## config.mk

```make
export PLATFORM = sky130hd
export DESIGN_NAME = lottery_ticket_arbiter_core
export DESIGN_NICKNAME = d
export VERILOG_FILES = /design/src/hw/rtl/ltarb_pkg.sv /design/src/hw/rtl/ltarb_alu.sv /design/src/hw/rtl/ltarb_taus.sv /design/src/hw/rtl/lottery_ticket_arbiter_core.sv
export SDC_FILE = /design/constraint.sdc
export NUM_CORES = 1
export LEC_CHECK = 0
export BUFFER_PORTS_ARGS = -buffer_cell sky130_fd_sc_hd__buf_4
export CORE_MARGIN = 2
export CORE_UTILIZATION = 63
export DETAILED_ROUTE_END_ITERATION = 16
export PLACE_DENSITY = 0.84
export REMOVE_ABC_BUFFERS = 1
export SLEW_MARGIN = 20
export SYNTH_ARGS = -nofsm -noshare
export SYNTH_HDL_FRONTEND = slang
export SYNTH_HIERARCHICAL = 1
export SYNTH_SLANG_ARGS = --single-unit
```

## constraint.sdc

```tcl
create_clock -name clock -period 7.6 [get_ports clock]
set_clock_uncertainty 0.2 [all_clocks]
set_input_delay 0.38 -clock clock [delete_from_list [all_inputs] [get_ports clock]]
set_output_delay 0.38 -clock clock [all_outputs]
set_load 0.01 [all_outputs]
```

## src/hw/rtl/ltarb_pkg.sv

```systemverilog
// ----------------------------------------------------------------------------
// Lottery ticket arbiter package
// Item types, sequencer states, adder operations and generator constants.
// ----------------------------------------------------------------------------
package ltarb_pkg;

   localparam int unsigned DRAW_BITS = 20;
   localparam int unsigned RND_BITS  = 32;

   localparam logic KIND_WRITE = 1'b0;
   localparam logic KIND_PICK  = 1'b1;

   localparam logic [31:0] GEN_SEED   = 32'd12345;
   localparam logic [31:0] GEN_MASK_A = 32'hFFFF_FFFE;
   localparam logic [31:0] GEN_MASK_B = 32'hFFFF_FFF8;
   localparam logic [31:0] GEN_MASK_C = 32'hFFFF_FFF0;
   localparam logic [31:0] GEN_MASK_D = 32'hFFFF_FF80;

   typedef struct packed {
      logic        kind;
      logic [3:0]  slot;
      logic [15:0] tickets;
      logic        ready_req;
      logic        present;
   } req_type;

   typedef struct packed {
      logic                 granted;
      logic [3:0]           winner;
      logic [DRAW_BITS-1:0] draw;
   } rsp_type;

   typedef enum logic {
      ALU_ADD = 1'b0,
      ALU_SUB = 1'b1
   } alu_op_type;

   typedef enum logic [7:0] {
      ST_IDLE = 8'b0000_0001,
      ST_SUM  = 8'b0000_0010,
      ST_GEN  = 8'b0000_0100,
      ST_NEG  = 8'b0000_1000,
      ST_DIV  = 8'b0001_0000,
      ST_INC  = 8'b0010_0000,
      ST_WALK = 8'b0100_0000,
      ST_FIN  = 8'b1000_0000
   } state_type;

endpackage

```

## src/hw/rtl/ltarb_alu.sv

```systemverilog
// ----------------------------------------------------------------------------
// Lottery ticket arbiter shared adder
// One add/subtract unit with carry out, time-shared by four sequencer steps.
// ----------------------------------------------------------------------------
module ltarb_alu
   import ltarb_pkg::*;
#(
   parameter int unsigned WIDTH = 21
) (
   input  logic [WIDTH-1:0] a,
   input  logic [WIDTH-1:0] b,
   input  alu_op_type       op,
   output logic [WIDTH-1:0] res,
   output logic             carry
);

   logic [WIDTH-1:0] b_eff;
   logic             cin;

   always_comb begin
      cin   = (op == ALU_SUB);
      b_eff = cin ? ~b : b;
   end

   // carry set on subtract means no borrow (a >= b)
   assign {carry, res} = {1'b0, a} + {1'b0, b_eff} + {{WIDTH{1'b0}}, cin};

endmodule

```

## src/hw/rtl/ltarb_taus.sv

```systemverilog
// ----------------------------------------------------------------------------
// Lottery ticket arbiter random source
// Four-word combined Tausworthe generator, one step per advance pulse.
// ----------------------------------------------------------------------------
module ltarb_taus
   import ltarb_pkg::*;
(
   input  logic                clock,
   input  logic                reset,
   input  logic                advance,
   output logic [RND_BITS-1:0] rnd
);

   logic [31:0] word_a_ff, word_a_in;
   logic [31:0] word_b_ff, word_b_in;
   logic [31:0] word_c_ff, word_c_in;
   logic [31:0] word_d_ff, word_d_in;

   always_comb begin
      word_a_in = ((word_a_ff & GEN_MASK_A) << 18) ^ (((word_a_ff << 6) ^ word_a_ff) >> 13);
      word_b_in = ((word_b_ff & GEN_MASK_B) << 2)  ^ (((word_b_ff << 2) ^ word_b_ff) >> 27);
      word_c_in = ((word_c_ff & GEN_MASK_C) << 7)  ^ (((word_c_ff << 13) ^ word_c_ff) >> 21);
      word_d_in = ((word_d_ff & GEN_MASK_D) << 13) ^ (((word_d_ff << 3) ^ word_d_ff) >> 12);
   end

   always_ff @(posedge clock) begin
      if (reset) begin
         word_a_ff <= GEN_SEED;
         word_b_ff <= GEN_SEED;
         word_c_ff <= GEN_SEED;
         word_d_ff <= GEN_SEED;
      end else if (advance) begin
         word_a_ff <= word_a_in;
         word_b_ff <= word_b_in;
         word_c_ff <= word_c_in;
         word_d_ff <= word_d_in;
      end
   end

   assign rnd = word_a_ff ^ word_b_ff ^ word_c_ff ^ word_d_ff;

endmodule

```

## src/hw/rtl/lottery_ticket_arbiter_core.sv

```systemverilog
// ----------------------------------------------------------------------------
// Lottery ticket arbiter
// Ticket table with a sequenced pick: sum, random draw, modulo, weighted walk.
//
//   channel   ports                         dir   item
//   request   req_valid req_ready req_data  in    req_type (write or pick)
//   result    rsp_valid rsp_ready rsp_data  out   rsp_type (one per item)
//
// A pick runs a sum pass over the ticket memory, one generator step,
// 32 restoring division steps and a walk pass; the sum, the division
// and the walk all use one shared adder.
// A pick with an empty table skips the draw and the walk.
// The ticket memory has no reset; present bits gate every read of it.
// The block takes no item while busy; a result waits in the output register.
// ----------------------------------------------------------------------------
module lottery_ticket_arbiter_core
   import ltarb_pkg::*;
#(
   parameter int unsigned SLOT_COUNT  = 16,
   parameter int unsigned TICKET_BITS = 16
) (
   input  logic    clock,
   input  logic    reset,
   input  logic    req_valid,
   output logic    req_ready,
   input  req_type req_data,
   output logic    rsp_valid,
   input  logic    rsp_ready,
   output rsp_type rsp_data
);

   localparam int unsigned IDX_W = $clog2(SLOT_COUNT);
   localparam int unsigned SUM_W = TICKET_BITS + IDX_W;
   localparam int unsigned AW    = SUM_W + 1;
   localparam logic [IDX_W-1:0] LAST_IDX = IDX_W'(SLOT_COUNT - 1);
   localparam logic [31:0] TICKET_MAX = (32'd1 << TICKET_BITS) - 32'd1;

   state_type state_ff, state_in;

   logic [SLOT_COUNT-1:0] present_ff, present_in;
   logic [SLOT_COUNT-1:0] ready_ff, ready_in;

   logic [TICKET_BITS-1:0] tk_mem [SLOT_COUNT];
   logic [TICKET_BITS-1:0] mem_q_ff;
   logic                   mem_we;
   logic [IDX_W-1:0]       mem_waddr;
   logic [TICKET_BITS-1:0] mem_wdata;

   logic [IDX_W-1:0]    idx_ff, idx_in;
   logic                iss_done_ff, iss_done_in;
   logic                p_vld_ff, p_vld_in;
   logic [IDX_W-1:0]    p_idx_ff, p_idx_in;
   logic                rd_en;

   logic [SUM_W-1:0]    acc_ff, acc_in;
   logic [SUM_W-1:0]    rem_ff, rem_in;
   logic [RND_BITS-1:0] mq_ff, mq_in;
   logic [4:0]          cnt_ff, cnt_in;

   logic                 granted_ff, granted_in;
   logic [3:0]           winner_ff, winner_in;
   logic [DRAW_BITS-1:0] draw_ff, draw_in;

   logic    rsp_valid_ff, rsp_valid_in;
   rsp_type rsp_ff, rsp_in;

   logic [AW-1:0]  alu_a, alu_b, alu_res;
   alu_op_type     alu_op;
   logic           alu_carry;
   logic [RND_BITS-1:0] rnd;

   logic                      req_fire;
   logic                      slot_ok;
   logic [15:0]               tk_nz;
   logic [31:0]               tk_sat;
   logic [IDX_W+3:0]          slot_wide;
   logic [IDX_W+3:0]          win_wide;
   logic [AW+DRAW_BITS-1:0]   draw_wide;
   logic                      p_elig;
   logic                      out_free;

   ltarb_alu #(.WIDTH(AW)) u_alu (
      .a     (alu_a),
      .b     (alu_b),
      .op    (alu_op),
      .res   (alu_res),
      .carry (alu_carry)
   );

   ltarb_taus u_taus (
      .clock   (clock),
      .reset   (reset),
      .advance (state_ff == ST_GEN),
      .rnd     (rnd)
   );

   assign req_ready = (state_ff == ST_IDLE);
   assign req_fire  = req_valid && req_ready;
   assign out_free  = !rsp_valid_ff || rsp_ready;

   // write path: clamp ticket count, drop out-of-range slots
   always_comb begin
      slot_ok   = (32'(req_data.slot) < SLOT_COUNT);
      tk_nz     = (req_data.tickets == 16'd0) ? 16'd1 : req_data.tickets;
      tk_sat    = (32'(tk_nz) > TICKET_MAX) ? TICKET_MAX : 32'(tk_nz);
      slot_wide = {IDX_W'(0), req_data.slot};
      mem_waddr = slot_wide[IDX_W-1:0];
      mem_wdata = tk_sat[TICKET_BITS-1:0];
      mem_we    = req_fire && (req_data.kind == KIND_WRITE) && slot_ok;
   end

   always_ff @(posedge clock) begin
      if (mem_we) begin
         tk_mem[mem_waddr] <= mem_wdata;
      end
      mem_q_ff <= tk_mem[idx_ff];
   end

   always_comb begin
      rd_en    = ((state_ff == ST_SUM) || (state_ff == ST_WALK)) && !iss_done_ff;
      p_vld_in = rd_en;
      p_idx_in = idx_ff;
      p_elig   = p_vld_ff && present_ff[p_idx_ff] && ready_ff[p_idx_ff];
      win_wide = {4'd0, p_idx_ff};
      draw_wide = {DRAW_BITS'(0), alu_res};
   end

   // shared adder operand select
   always_comb begin
      alu_a  = '0;
      alu_b  = '0;
      alu_op = ALU_ADD;
      case (state_ff)
         ST_SUM: begin
            alu_a = AW'(acc_ff);
            alu_b = AW'(mem_q_ff);
         end
         ST_DIV: begin
            alu_a  = {rem_ff, mq_ff[RND_BITS-1]};
            alu_b  = AW'(acc_ff);
            alu_op = ALU_SUB;
         end
         ST_INC: begin
            alu_a = AW'(rem_ff);
            alu_b = AW'(1);
         end
         ST_WALK: begin
            alu_a  = AW'(rem_ff);
            alu_b  = AW'(mem_q_ff);
            alu_op = ALU_SUB;
         end
         default: begin
            alu_op = ALU_ADD;
         end
      endcase
   end

   always_comb begin
      state_in     = state_ff;
      present_in   = present_ff;
      ready_in     = ready_ff;
      idx_in       = idx_ff;
      iss_done_in  = iss_done_ff;
      acc_in       = acc_ff;
      rem_in       = rem_ff;
      mq_in        = mq_ff;
      cnt_in       = cnt_ff;
      granted_in   = granted_ff;
      winner_in    = winner_ff;
      draw_in      = draw_ff;
      rsp_valid_in = rsp_valid_ff && !rsp_ready;
      rsp_in       = rsp_ff;

      if (rd_en) begin
         idx_in = idx_ff + IDX_W'(1);
         if (idx_ff == LAST_IDX) begin
            iss_done_in = 1'b1;
         end
      end

      case (state_ff)
         ST_IDLE: begin
            if (req_fire) begin
               granted_in  = 1'b0;
               winner_in   = '0;
               draw_in     = '0;
               acc_in      = '0;
               idx_in      = '0;
               iss_done_in = 1'b0;
               if (req_data.kind == KIND_WRITE) begin
                  if (slot_ok) begin
                     present_in[mem_waddr] = req_data.present;
                     ready_in[mem_waddr]   = req_data.ready_req;
                  end
                  state_in = ST_FIN;
               end else begin
                  state_in = ST_SUM;
               end
            end
         end
         ST_SUM: begin
            if (p_vld_ff && present_ff[p_idx_ff]) begin
               acc_in = alu_res[SUM_W-1:0];
            end
            if (p_vld_ff && (p_idx_ff == LAST_IDX)) begin
               state_in = (acc_in == '0) ? ST_FIN : ST_GEN;
            end
         end
         ST_GEN: begin
            state_in = ST_NEG;
         end
         ST_NEG: begin
            // magnitude of the signed draw; the most negative value stays 2^31
            mq_in    = rnd[RND_BITS-1] ? (~rnd + RND_BITS'(1)) : rnd;
            rem_in   = '0;
            cnt_in   = '0;
            state_in = ST_DIV;
         end
         ST_DIV: begin
            // restoring division step, keep only the remainder
            rem_in = alu_carry ? alu_res[SUM_W-1:0] : alu_a[SUM_W-1:0];
            mq_in  = mq_ff << 1;
            cnt_in = cnt_ff + 5'd1;
            if (cnt_ff == 5'd31) begin
               state_in = ST_INC;
            end
         end
         ST_INC: begin
            rem_in      = alu_res[SUM_W-1:0];
            draw_in     = draw_wide[DRAW_BITS-1:0];
            idx_in      = '0;
            iss_done_in = 1'b0;
            state_in    = ST_WALK;
         end
         ST_WALK: begin
            // count down the draw; the slot that reaches it wins
            if (p_elig) begin
               if (!alu_carry || (alu_res == '0)) begin
                  granted_in = 1'b1;
                  winner_in  = win_wide[3:0];
                  state_in   = ST_FIN;
               end else begin
                  rem_in = alu_res[SUM_W-1:0];
               end
            end
            if (p_vld_ff && (p_idx_ff == LAST_IDX)) begin
               state_in = ST_FIN;
            end
         end
         ST_FIN: begin
            if (out_free) begin
               rsp_valid_in   = 1'b1;
               rsp_in.granted = granted_ff;
               rsp_in.winner  = winner_ff;
               rsp_in.draw    = draw_ff;
               state_in       = ST_IDLE;
            end
         end
         default: begin
            state_in = ST_IDLE;
         end
      endcase
   end

   always_ff @(posedge clock) begin
      if (reset) begin
         state_ff     <= ST_IDLE;
         present_ff   <= '0;
         ready_ff     <= '0;
         iss_done_ff  <= 1'b1;
         p_vld_ff     <= 1'b0;
         rsp_valid_ff <= 1'b0;
      end else begin
         state_ff     <= state_in;
         present_ff   <= present_in;
         ready_ff     <= ready_in;
         iss_done_ff  <= iss_done_in;
         p_vld_ff     <= p_vld_in;
         rsp_valid_ff <= rsp_valid_in;
      end
   end

   always_ff @(posedge clock) begin
      idx_ff     <= idx_in;
      p_idx_ff   <= p_idx_in;
      acc_ff     <= acc_in;
      rem_ff     <= rem_in;
      mq_ff      <= mq_in;
      cnt_ff     <= cnt_in;
      granted_ff <= granted_in;
      winner_ff  <= winner_in;
      draw_ff    <= draw_in;
      rsp_ff     <= rsp_in;
   end

   assign rsp_valid = rsp_valid_ff;
   assign rsp_data  = rsp_ff;

`ifndef SYNTHESIS
   a_div_rem_below_sum: assert property (@(posedge clock) disable iff (reset)
      (state_ff == ST_DIV) |-> (rem_ff < acc_ff))
      else $error("division remainder not below ticket sum");

   a_walk_draw_nonzero: assert property (@(posedge clock) disable iff (reset)
      (state_ff == ST_WALK) |-> (rem_ff != '0))
      else $error("walk countdown reached zero without a grant");

   a_gen_only_on_pick: assert property (@(posedge clock) disable iff (reset)
      (state_ff != ST_GEN) |=> $stable(rnd))
      else $error("generator advanced outside a pick");

   a_busy_no_accept: assert property (@(posedge clock) disable iff (reset)
      (state_ff == ST_FIN && !out_free) |=> (state_ff == ST_FIN && rsp_valid_ff))
      else $error("result lost while output register busy");
`endif

endmodule

```

# [Word-level counts from Yosys, hierarchy flattened]
# Memories as Yosys holds them, arrays and structs flattened. A register that Yosys moved wholly into a read port is not among the register bits.
# Index checks and enable logic that the tools add are counted.
[word_totals] regBits=306 ramBits=256 input_bits=27 output_inout_bits=27 word_cells=152 memories=1
[op_classes] add_sub_neg=5 n_lt_le_gt_ge=3 eq_ne=20 n_mux=54 bitwise_logic=14 n_reduce_logical=33
[mem_list] memory="tk_mem" words=16 width=16 rd=1 rd_ports_with_merged_regs=1 wr=1 line_no="lottery_ticket_arbiter_core.sv:43" rtl="logic [TICKET_BITS-1:0] tk_mem [SLOT_COUNT];"
[ops] cell="32-bit XOR" n=7
[ops] cell="20-bit two-way mux" n=6
[ops] cell="20-bit case mux with 2 select lines" n=2
[ops] cell="20-bit case mux with 4 select lines" n=1
[ops] cell="8-bit two-way mux" n=9
[ops] cell="32-bit case mux with 2 select lines" n=1
[ops] cell="8-bit case mux with 8 select lines" n=1
[ops] cell="21-bit case mux with 3 select lines" n=1
[ops] cell="20-bit case mux with 3 select lines" n=1
[ops] cell="32-bit by 1-bit adder with 32-bit output (second input constant)" n=1
[ops] cell="16-bit bitwise mux" n=2
[ops] cell="32-bit two-way mux" n=1
[ops] cell="32-bit inverter" n=1
[ops] cell="32-bit by 11-bit XOR with 32-bit output" n=1
[ops] cell="32-bit by 19-bit XOR with 32-bit output" n=1
[ops] cell="32-bit by 20-bit XOR with 32-bit output" n=1
[ops] cell="32-bit by 5-bit XOR with 32-bit output" n=1
[ops] cell="21-bit by 21-bit adder with 22-bit output" n=1
[ops] cell="22-bit by 1-bit adder with 22-bit output" n=1
[ops] cell="21-bit zero test" n=1
[ops] cell="21-bit two-way mux" n=1
[ops] cell="20-bit inverter with 21-bit output" n=1
[ops] cell="20-bit zero test" n=1
[ops] cell="4-bit two-way mux" n=5
[ops] cell="other kinds (37)" n=80

# [Longest topological paths before layout]
# Gate-level depths: netlist of the first run.
[depth] depth_word=13 ltp_mapped=21

# [Modules after synthesis]
# Netlist of the first run, hierarchy kept.
[modules_own_cells] module="lottery_ticket_arbiter_core" n_inst=1 cells_per_inst=1234 area_each_um2=18721.7 seq_area_each_um2=12842.3
[modules_own_cells] module="ltarb_taus" n_inst=1 cells_per_inst=582 area_each_um2=6015.8 seq_area_each_um2=2562.5
[modules_own_cells] module="ltarb_alu" n_inst=1 cells_per_inst=202 area_each_um2=1452.6 seq_area_each_um2=0.0

# [Least setup slack after synthesis of the first run]
# OpenSTA, ideal clock, no wires.
[synth_timing] path_kind="reg2reg" startpoint="register state_ff[0]" endpoint="register rem_ff[0], enable pin" setup_ns=0.399 arrival_ns=5.155 required_time_ns=7.001 setup_slack_ns=1.846 stages_incl_launch_ff=22 synth_period_minus_slack_ns=5.754 cell_sequence="dfxtp_1 -> nor4_1 -> nand2_1 -> nor2_2 -> buf_2 -> buf_2 -> a22o_1 -> xor2_1 -> inv_1 -> fa_1 -> nand2b_2 -> a21oi_2 -> o2111ai_2 -> a21oi_2 -> nor4_1 -> a2111oi_2 -> nor4_1 -> and4_1 -> a31oi_1 -> inv_1 -> o21ai_0 -> nor2b_1"
[synth_between] elab_chain_len=11
[synth_lines] element="from (decl)" line_no="lottery_ticket_arbiter_core.sv:38" rtl="state_type state_ff, state_in;"
[synth_lines] element="from (signal assigned)" line_no="lottery_ticket_arbiter_core.sv:274" rtl="state_ff <= state_in;"
[synth_lines] element="8-bit by 2-bit equality test with 1-bit output / 8-bit by 7-bit equality test with 1-bit output (equally long branches)" line_no="lottery_ticket_arbiter_core.sv:133" rtl="case (state_ff)"
[synth_lines] element="2-bit OR reduction (no source line)"
[synth_lines] element="20-bit case mux with 3 select lines *" line_no="lottery_ticket_arbiter_core.sv:133"
[synth_lines] element="net alu_b[1]" line_no="lottery_ticket_arbiter_core.sv:67" rtl="logic [AW-1:0] alu_a, alu_b, alu_res;"
[synth_lines] element="20-bit inverter with 21-bit output" line_no="ltarb_alu.sv:22" rtl="b_eff = cin ? ~b : b;"
[synth_lines] element="21-bit two-way mux *" line_no="ltarb_alu.sv:22"
[synth_lines] element="21-bit by 21-bit adder with 22-bit output *" line_no="ltarb_alu.sv:26" rtl="assign {carry, res} = {1'b0, a} + {1'b0, b_eff} + {{WIDTH{1'b0}}, cin};"
[synth_lines] element="22-bit by 1-bit adder with 22-bit output *" line_no="ltarb_alu.sv:26"
[synth_lines] element="net alu_res[14]" line_no="lottery_ticket_arbiter_core.sv:67"
[synth_lines] element="21-bit zero test *" line_no="lottery_ticket_arbiter_core.sv:238" rtl="if (!alu_carry || (alu_res == '0)) begin"
[synth_lines] element="1-bit logical OR *" line_no="lottery_ticket_arbiter_core.sv:238"
[synth_lines] element="2-bit inequality test (no source line) *"
[synth_lines] element="3-bit AND reduction (no source line) *"
[synth_lines] element="to (signal assigned)" line_no="lottery_ticket_arbiter_core.sv:287" rtl="rem_ff <= rem_in;"
[synth_lines] element="to (decl)" line_no="lottery_ticket_arbiter_core.sv:56" rtl="logic [SUM_W-1:0] rem_ff, rem_in;"
# Mark *: on every way through the listed nets, which the timed path passes. The rest lies on a longest branch.
# A chain may end at the register's enable or synchronous reset.

# [Worst setup path in the final report of the first run]
[layout_timing] startpoint="register state_ff[0]" endpoint="register rem_ff[15], enable pin"
[layout_rtl] element="8-bit by 7-bit equality test with 1-bit output / 8-bit by 5-bit equality test with 1-bit output (equally long branches)" line_no="lottery_ticket_arbiter_core.sv:133"
[layout_rtl] element="2-bit OR reduction (no source line) *"
[layout_rtl] element="1-bit two-way mux *" line_no="lottery_ticket_arbiter_core.sv:133"
[layout_rtl] element="net alu_op" line_no="lottery_ticket_arbiter_core.sv:68" rtl="alu_op_type alu_op;"
[layout_rtl] element="21-bit two-way mux" line_no="ltarb_alu.sv:22"
[layout_rtl] element="21-bit by 21-bit adder with 22-bit output" line_no="ltarb_alu.sv:26"
[layout_rtl] element="22-bit by 1-bit adder with 22-bit output *" line_no="ltarb_alu.sv:26"
[layout_rtl] element="net alu_res[16]" line_no="lottery_ticket_arbiter_core.sv:67"
[layout_rtl] element="21-bit zero test *" line_no="lottery_ticket_arbiter_core.sv:238"
[layout_rtl] element="1-bit logical OR *" line_no="lottery_ticket_arbiter_core.sv:238"
[layout_rtl] element="2-bit inequality test (no source line) *"
[layout_rtl] element="3-bit AND reduction (no source line) *"
# Marks and branches as above.

==> results.ini, run 1 <==
[detailed_routing]
via_per_inst = 6.44
drc = 0
wire_per_inst_um = 25.2
ant_nets = 0
drt_pass1_iterations = 5
via_count = 16900
first_iter_violations = 1863
routed_wl_um = 66000

[setup_path]
worstPathArrival_ns = 6.31
critPathRequiredTime_ns = 7.67
cp_max_fo = 21
reg2reg_slack_ns = 1.36
worstPathCellList = nor4_1 > nand4b_1 > nand2_1 > buf_4 > xor2_1 > inv_1 > fa_1 > nand2b_2 > a21oi_2 > o2111ai_2 > a21oi_2 > nor2_1 > a211oi_1 > nor4_1 > and4_1 > a31oi_1 > inv_1 > o21ai_0 > nor2b_1 > buf_4
crit_type = reg2reg
cpPeakStageDelay_ns = 0.60
worstSetupEndpointType = flip-flop
crit_path_top_delay_cell = nand4b_1
cp-start-kind = flip-flop

[synthesis]
synth-xor-area-share_pct = 7.39
yosys_register_bits = 578
synth-async-reset-ratio_pct = 0
syn_inst = 2018
synth_enable_flop_cells = 383
synthAdderAreaFrac_pct = 1.32
synthFlopType = edfxtp_1
synth_cell_types = 83
synth_compound_area_share_pct = 8.90
yosysSeqAreaShare_pct = 58.8
syn-cell-area_mm2 = 0.0262
synthMuxAreaShare_pct = 10.6
synth-simple-area-share_pct = 9.81
syn_avg_cell_area_um2 = 13.0
ys_warn_count = 6
synth_top_family_by_area = multiplexers

[power]
p_leak_nw = 9.68
irDropWorstVdd_v = 0.000263
powerDensity_mw_per_mm2 = 231

[sta]
relSlewSlack_pct = 33.4
timing.final.max_slew_violations = 0
setup_tns_ns = 0
hold_violations = 0
max_freq_mhz = 160
worst_pin_slew_ns = 0.999
period_needed_ns = 6.24
finalCritPeriodShare_pct = 82.1
rsz0062_at_grt = false
setup_violations = 0
setup_ws_ns = 1.36

[place]
place_ws_ns = 1.47
place.gp.congestion = 0.917
dpl_cell_area_mm2 = 0.0268
placed_cells = 2494
dpl.hpwl_um = 41800
io_buffers = 53

[cells_and_area]
drive_above_1_share_pct = 16.1
utilization_pct = 70.6
final_nets = 2096
seqCellArea_mm2 = 0.0154
fill_cells = 2621
syn_to_final_growth_pct = 10.3
multi_input_area_mm2 = 0.0100
final_area_mm2 = 0.0289
mostFrequentLayoutCells = edfxtp_1 (383), dfxtp_1 (192), nand2_1 (164), nor2_1 (158), xnor2_1 (132)
stdcell_count = 2618
num_antenna_cells = 0
final_common_cell = edfxtp_1

[clocking]
clock_latency_ns = 0.64
clk_pin_slew_ns = 0.07
clock_path_buffers = 3
clockRootBuffer = clkbuf_16
cts.repair.resized = 0
numCtsBuffers = 54
cts_tree = yes
clock_sinks = 578
cts.htree.levels = 2

[floorplan]
die_h_um = 208
die_area_mm2 = 0.0432
coreArea_mm2 = 0.0409
initial_core_util_pct = 64.0
rows = 74
die_w_um = 208
top_level_ports = 54

[outcome]
status = complete, no violations

[global_routing]
grt_pass1_vias = 16600
grtUsageTotal_pct = 30.5
grt_pass1_wl_um = 101000
grt_max_degree = 97
grt_overflow = 0
antenna_found_initial = 1

[run]
maxCapViolCount = 0

[worst_hold_path]
hold_class = in2reg

[power breakdown]
part	internal (mW)	switching, mW
combinational	0.140	0.274
clock	1.55	1.21
sequential	3.44	0.0747
[stage by stage]
| stage | total power, mW | hold slack, ns |
|---|---|---|
| 2_1_floorplan | 3.79 | 0.200 |
| 3_3_place_gp | 3.95 | 0.202 |
| 3_5_place_dp | 3.97 | 0.205 |
| 4_1_cts | 6.68 | 0.0466 |
| 5_1_grt | 6.84 | 0.0860 |
| 6_report | 6.68 | 0.0366 |
[critical path, delay by kind of cell (launching register included)]
family | cells | cell delay [ns]
compound gates | 6 | 1.67
xor+xnor | 1 | 0.23
fa+ha+maj | 1 | 0.39
buf+inv | 4 | 0.85
flops | 1 | 0.36
simple gates | 8 | 2.19
[logic make-up (layout without fill, tap and decap cells)]
kind of cell / Yosys count / after routing
xor gates and xnor gates: 221 / 221
other: 1 / 1
AOI/OAI and AO/OA: 328 / 328
muxes: 169 / 169
buffers and inverters: 157 / 225
DFF: 578 / 578
and+or+nand+nor: 537 / 537
adders and majority gates: 27 / 27
[path summary, 6_finish.rpt]
check,start,to,cells after the start
worst min register to register,draw_ff[0],rsp_data[0],0
worst max register to register,state_ff[0],rem_ff[15],20
worst max-delay path,state_ff[0],rem_ff[15],20
worst min-delay path,reset,ready_ff[10],2
[synthesized netlist by cell type, types with 35 or more instances]
library cell	n	share of area, %
dfxtp_1	195	15
nor2_1	167	2.4
mux2i_1	78	3.0
edfxtp_1	383	44
buf_2	43	0.82
nand3_1	52	0.99
nand2_1	165	2.4
xnor2_1	133	4.4
xor2_1	88	2.9
clkbuf_1	65	0.93
mux4_2	86	7.4
o21ai_0	59	1.1
a21oi_1	100	1.9
a22o_1	35	1.2
[sequential cells by signal, indices dropped and copies added (netlist names), 4 cells and up]
register          count
tk_mem              256
mq_ff                32
u_taus/word_a_ff     32
u_taus/word_b_ff     32
u_taus/word_c_ff     32
u_taus/word_d_ff     32
rsp_data             25
acc_ff               20
draw_ff              20
rem_ff               20
mem_q_ff             16
present_ff           16
ready_ff             16
state_ff              8
cnt_ff                5
idx_ff                4
p_idx_ff              4
winner_ff             4
[layout make-up]
class | count | share of cell area (%)
inverter | 18 | 0.234
timing repair buffer | 107 | 3.07
sequential | 578 | 53.3
multi-input combinational | 1283 | 34.8
tap | 532 | 2.30
clock inverter | 21 | 0.736
clock buffer | 79 | 5.57
[layer usage]
| layer | vias to the layer above | global-route usage (%) | part of all wire (%) |
|---|---|---|---|
| li1 | 7483 | - | - |
| met3 | 158 | 4.29 | 7.0 |
| met2 | 807 | 51.4 | 50 |
| met1 | 8421 | 40.0 | 39 |
| met4 | 0 | 12.9 | 4.1 |
| met5 | - | 0 | 0 |
[what timing repair did]
action	CTS	global route
buffers inserted	0	0
hold endpoints to repair	275	0
hold buffers	24	0
Note: power is estimated with default switching activity, not from simulation.
==> run 2, diff against run 1 <==
--- a/config.mk
+++ b/config.mk
@@ -5,11 +5,12 @@
 export SDC_FILE = /design/constraint.sdc
 export NUM_CORES = 1
 export LEC_CHECK = 0
+export ABC_AREA = 1
 export BUFFER_PORTS_ARGS = -buffer_cell sky130_fd_sc_hd__buf_4
 export CORE_MARGIN = 2
-export CORE_UTILIZATION = 63
+export CORE_UTILIZATION = 57
 export DETAILED_ROUTE_END_ITERATION = 16
-export PLACE_DENSITY = 0.84
+export PLACE_DENSITY = 0.8
 export REMOVE_ABC_BUFFERS = 1
 export SLEW_MARGIN = 20
 export SYNTH_ARGS = -nofsm -noshare
==> constraint.sdc (replaced) <==
create_clock -name clock -period 5.27 [get_ports clock]
set_clock_uncertainty 0.2 [all_clocks]
set_input_delay 0.2635 -clock clock [delete_from_list [all_inputs] [get_ports clock]]
set_output_delay 0.2635 -clock clock [all_outputs]
set_load 0.01 [all_outputs]
==> results.ini, run 2 <==
[synthesis]
yosysSeqAreaShare_pct = 55.5  ; was 58.8%
syn_inst = 3033  ; was 2018
syn-cell-area_mm2 = 0.0278  ; was 0.0262 mm^2
ys_warn_count = 6  ; unchanged
synth_area_leaders = edfxtp_1 (41%), dfxtp_1 (14%), nand2_1 (8.1%)  ; was edfxtp_1 (44%), dfxtp_1 (15%), mux4_2 (7.4%)
synth_most_common_cell = nand2_1  ; was edfxtp_1
yosys.area.top_type_share_pct = 41.4  ; was 43.9%
synth_common_cells = nand2_1 (599), nor2_1 (409), edfxtp_1 (383)  ; was edfxtp_1 (383), dfxtp_1 (195), nor2_1 (167)
yosysTopAreaCell = edfxtp_1  ; unchanged
synth-async-reset-ratio_pct = 0  ; unchanged
synth_cell_types = 56  ; was 83
synthFlopType = edfxtp_1  ; unchanged
syn_avg_cell_area_um2 = 9.16  ; was 13.0 um^2
synth_enable_flop_cells = 383  ; unchanged
yosys_register_bits = 578  ; unchanged

[detailed_routing]
via_count = 21900  ; was 16.9k
wire_per_inst_um = 19.4  ; was 25.2 um
first_iter_violations = 2482  ; was 1863
drc = 0  ; unchanged
routed_wl_um = 72100  ; was 66000 um
ant_nets = 0  ; unchanged
drt_pass1_iterations = 6  ; was 5
via_per_inst = 5.90  ; was 6.44

[place]
dpl_cell_area_mm2 = 0.0286  ; was 0.0268 mm^2
io_buffers = 53  ; unchanged
place.gp.congestion = 0.959  ; was 0.917
placed_cells = 3589  ; was 2494
dpl.hpwl_um = 48200  ; was 41800 um
place_ws_ns = 0.253  ; was 1.47 ns

[floorplan]
rows = 80  ; was 74
die_w_um = 225  ; was 208 um
initial_core_util_pct = 57.9  ; was 64.0%
coreArea_mm2 = 0.0479  ; was 0.0409 mm^2
die_h_um = 225  ; was 208 um
die_area_mm2 = 0.0505  ; was 0.0432 mm^2
top_level_ports = 54  ; unchanged

[sta]
worst_pin_slew_ns = 1.07  ; was 0.999 ns
hold_violations = 0  ; unchanged
holdWs_ns = 0.177  ; was 0.0366 ns
setup_tns_ns = 0  ; unchanged
timing.final.max_slew_violations = 0  ; unchanged
period_needed_ns = 4.96  ; was 6.24 ns
max_freq_mhz = 202  ; was 160 MHz
setup_ws_ns = 0.312  ; was 1.36 ns
relSlewSlack_pct = 28.8  ; was 33.4%
finalCritPeriodShare_pct = 94.1  ; was 82.1%
setup_violations = 0  ; unchanged

[cells_and_area]
mostFrequentLayoutCells = nand2_1 (598), nor2_1 (392), edfxtp_1 (383), inv_1 (261), o21ai_0 (216)  ; was edfxtp_1 (383), dfxtp_1 (192), nand2_1 (164), nor2_1 (158), xnor2_1 (132)
stdcell_count = 3720  ; was 2618
largest_reg_flops = 256  ; unchanged
num_antenna_cells = 0  ; unchanged
top_register = tk_mem  ; unchanged
syn_to_final_growth_pct = 10.9  ; was 10.3%
utilization_pct = 64.2  ; was 70.6%
final_area_mm2 = 0.0308  ; was 0.0289 mm^2
final_nets = 3115  ; was 2096
final_common_cell = nand2_1  ; was edfxtp_1
drive_above_1_share_pct = 10.0  ; was 16.1%

[global_routing]
grt_pass1_wl_um = 112000  ; was 101000 um
grt_overflow = 0  ; unchanged
antenna_found_initial = 1  ; unchanged
grt_pass1_vias = 20500  ; was 16.6k
grt_max_degree = 86  ; was 97
grtUsageTotal_pct = 28.3  ; was 30.5%

[clocking]
clock_latency_ns = 0.65  ; was 0.64 ns
clock_path_buffers = 3  ; unchanged
clk_pin_slew_ns = 0.07  ; about the same
cts_tree = yes  ; unchanged
cts.htree.levels = 2  ; unchanged
clockRootBuffer = clkbuf_16  ; unchanged
numCtsBuffers = 56  ; was 54
clock_sinks = 578  ; unchanged

[power]
p_seq_share_pct = 46.9  ; was 52.6%
clockPowerShare_pct = 35.7  ; was 41.2%
sw_frac_of_total_pct = 28.9  ; was 23.3%
p_total_mw = 11.4  ; was 6.68 mW
p_leak_nw = 11.9  ; was 9.68 nW
internal_power_mw = 8.14  ; was 5.12 mW
powerDensity_mw_per_mm2 = 372  ; was 231 mW/mm^2
irDropWorstVdd_v = 0.000310  ; was 0.000263 V
share_comb_of_total_power_pct = 17.4  ; was 6.2%
netSwitchingPower_mw = 3.30  ; was 1.56 mW

[setup_path]
worstSetupEndpointType = flip-flop  ; unchanged
worstPathArrival_ns = 5.28  ; was 6.31 ns
crit_path_top_delay_cell = dfxtp_1  ; was nand4b_1
cpLargestDelayFamily = simple AND/OR/NAND/NOR gates  ; unchanged
cp-start-kind = flip-flop  ; unchanged
cp_common_cell = nand2_1
cp_max_fo = 19  ; was 21
critPathRequiredTime_ns = 5.59  ; was 7.67 ns
cpPeakStageDelay_ns = 0.33  ; was 0.60 ns
crit_type = reg2reg  ; unchanged
path_buf_inv = 8  ; was 4

[run]
maxCapViolCount = 0  ; unchanged

[worst_hold_path]
hold_class = in2reg  ; unchanged

[outcome]
status = complete, no violations  ; unchanged

-- run 2: cell families (layout without fill, tap and decap cells) --
logic type | count (synthesis) | in the layout | synth area share, %
other cells | 1 | 1 | 0.0135
fa+ha+maj | 27 | 27 | 1.24
flops | 578 | 578 | 55.5
mux | 24 | 24 | 0.865
buf+inv | 450 | 522 | 6.83
simple gates | 1221 | 1221 | 18.3
xor+xnor | 172 | 172 | 5.42
compound gates | 560 | 560 | 11.8
-- run 2: worst reg2reg max path, delay by kind of cell, from the launching register on --
kind	cells	cell delay (ns)
flops	1	0.33
xor+xnor	1	0.19
fa+ha+maj	1	0.29
buf+inv	8	0.96
compound gates	2	0.36
simple gates	19	2.52
-- run 2: timing repair --
| action | 4_1_cts | 5_1_grt |
|---|---|---|
| endpoints found under the setup margin | 0 | 26 |
| resized for setup | 0 | 11 |
| buffers inserted | 0 | 4 |
| endpoints found under the hold margin | 295 | 0 |
| hold buffers | 25 | 0 |
-- run 2: per-layer routing --
layer  global-route usage [%]  routed length [um]
met1                     39.5               29900
met2                     46.3               34000
met3                     4.00                6540
met4                     8.14                1720
met5                        0                   0
-- run 2: area by class of cell --
cell class	count	area [um^2]
Clock buffer	76	1600
Clock inverter	26	300
Fill cell	3728	17100
Inverter	287	1090
Multi-Input combinational cell	2005	10600
Sequential cell	578	15400
Tap cell	615	769
Timing Repair Buffer	133	1070
-- run 2: power groups by stage --
stage	Combinational, mW	Sequential (mW)	Clock, mW
4_1_cts	1.94	5.37	4.12
2_1_floorplan	1.22	5.42	0
6_report	1.99	5.37	4.08
3_5_place_dp	1.90	5.46	0
5_1_grt	2.17	5.40	4.28
3_3_place_gp	1.86	5.44	0
-- run 2: worst paths after layout --
kind / cells after the start / end / start / slack (ns)
worst max-delay path: 31 / state_ff[1] / state_ff[2] / 0.31
worst min-delay path: 4 / tk_mem[8][15] / req_data[19] / 0.18
worst max register to register: 31 / state_ff[1] / state_ff[2] / 0.31
worst min register to register: 0 / p_idx_ff[3] / idx_ff[3] / 0.22
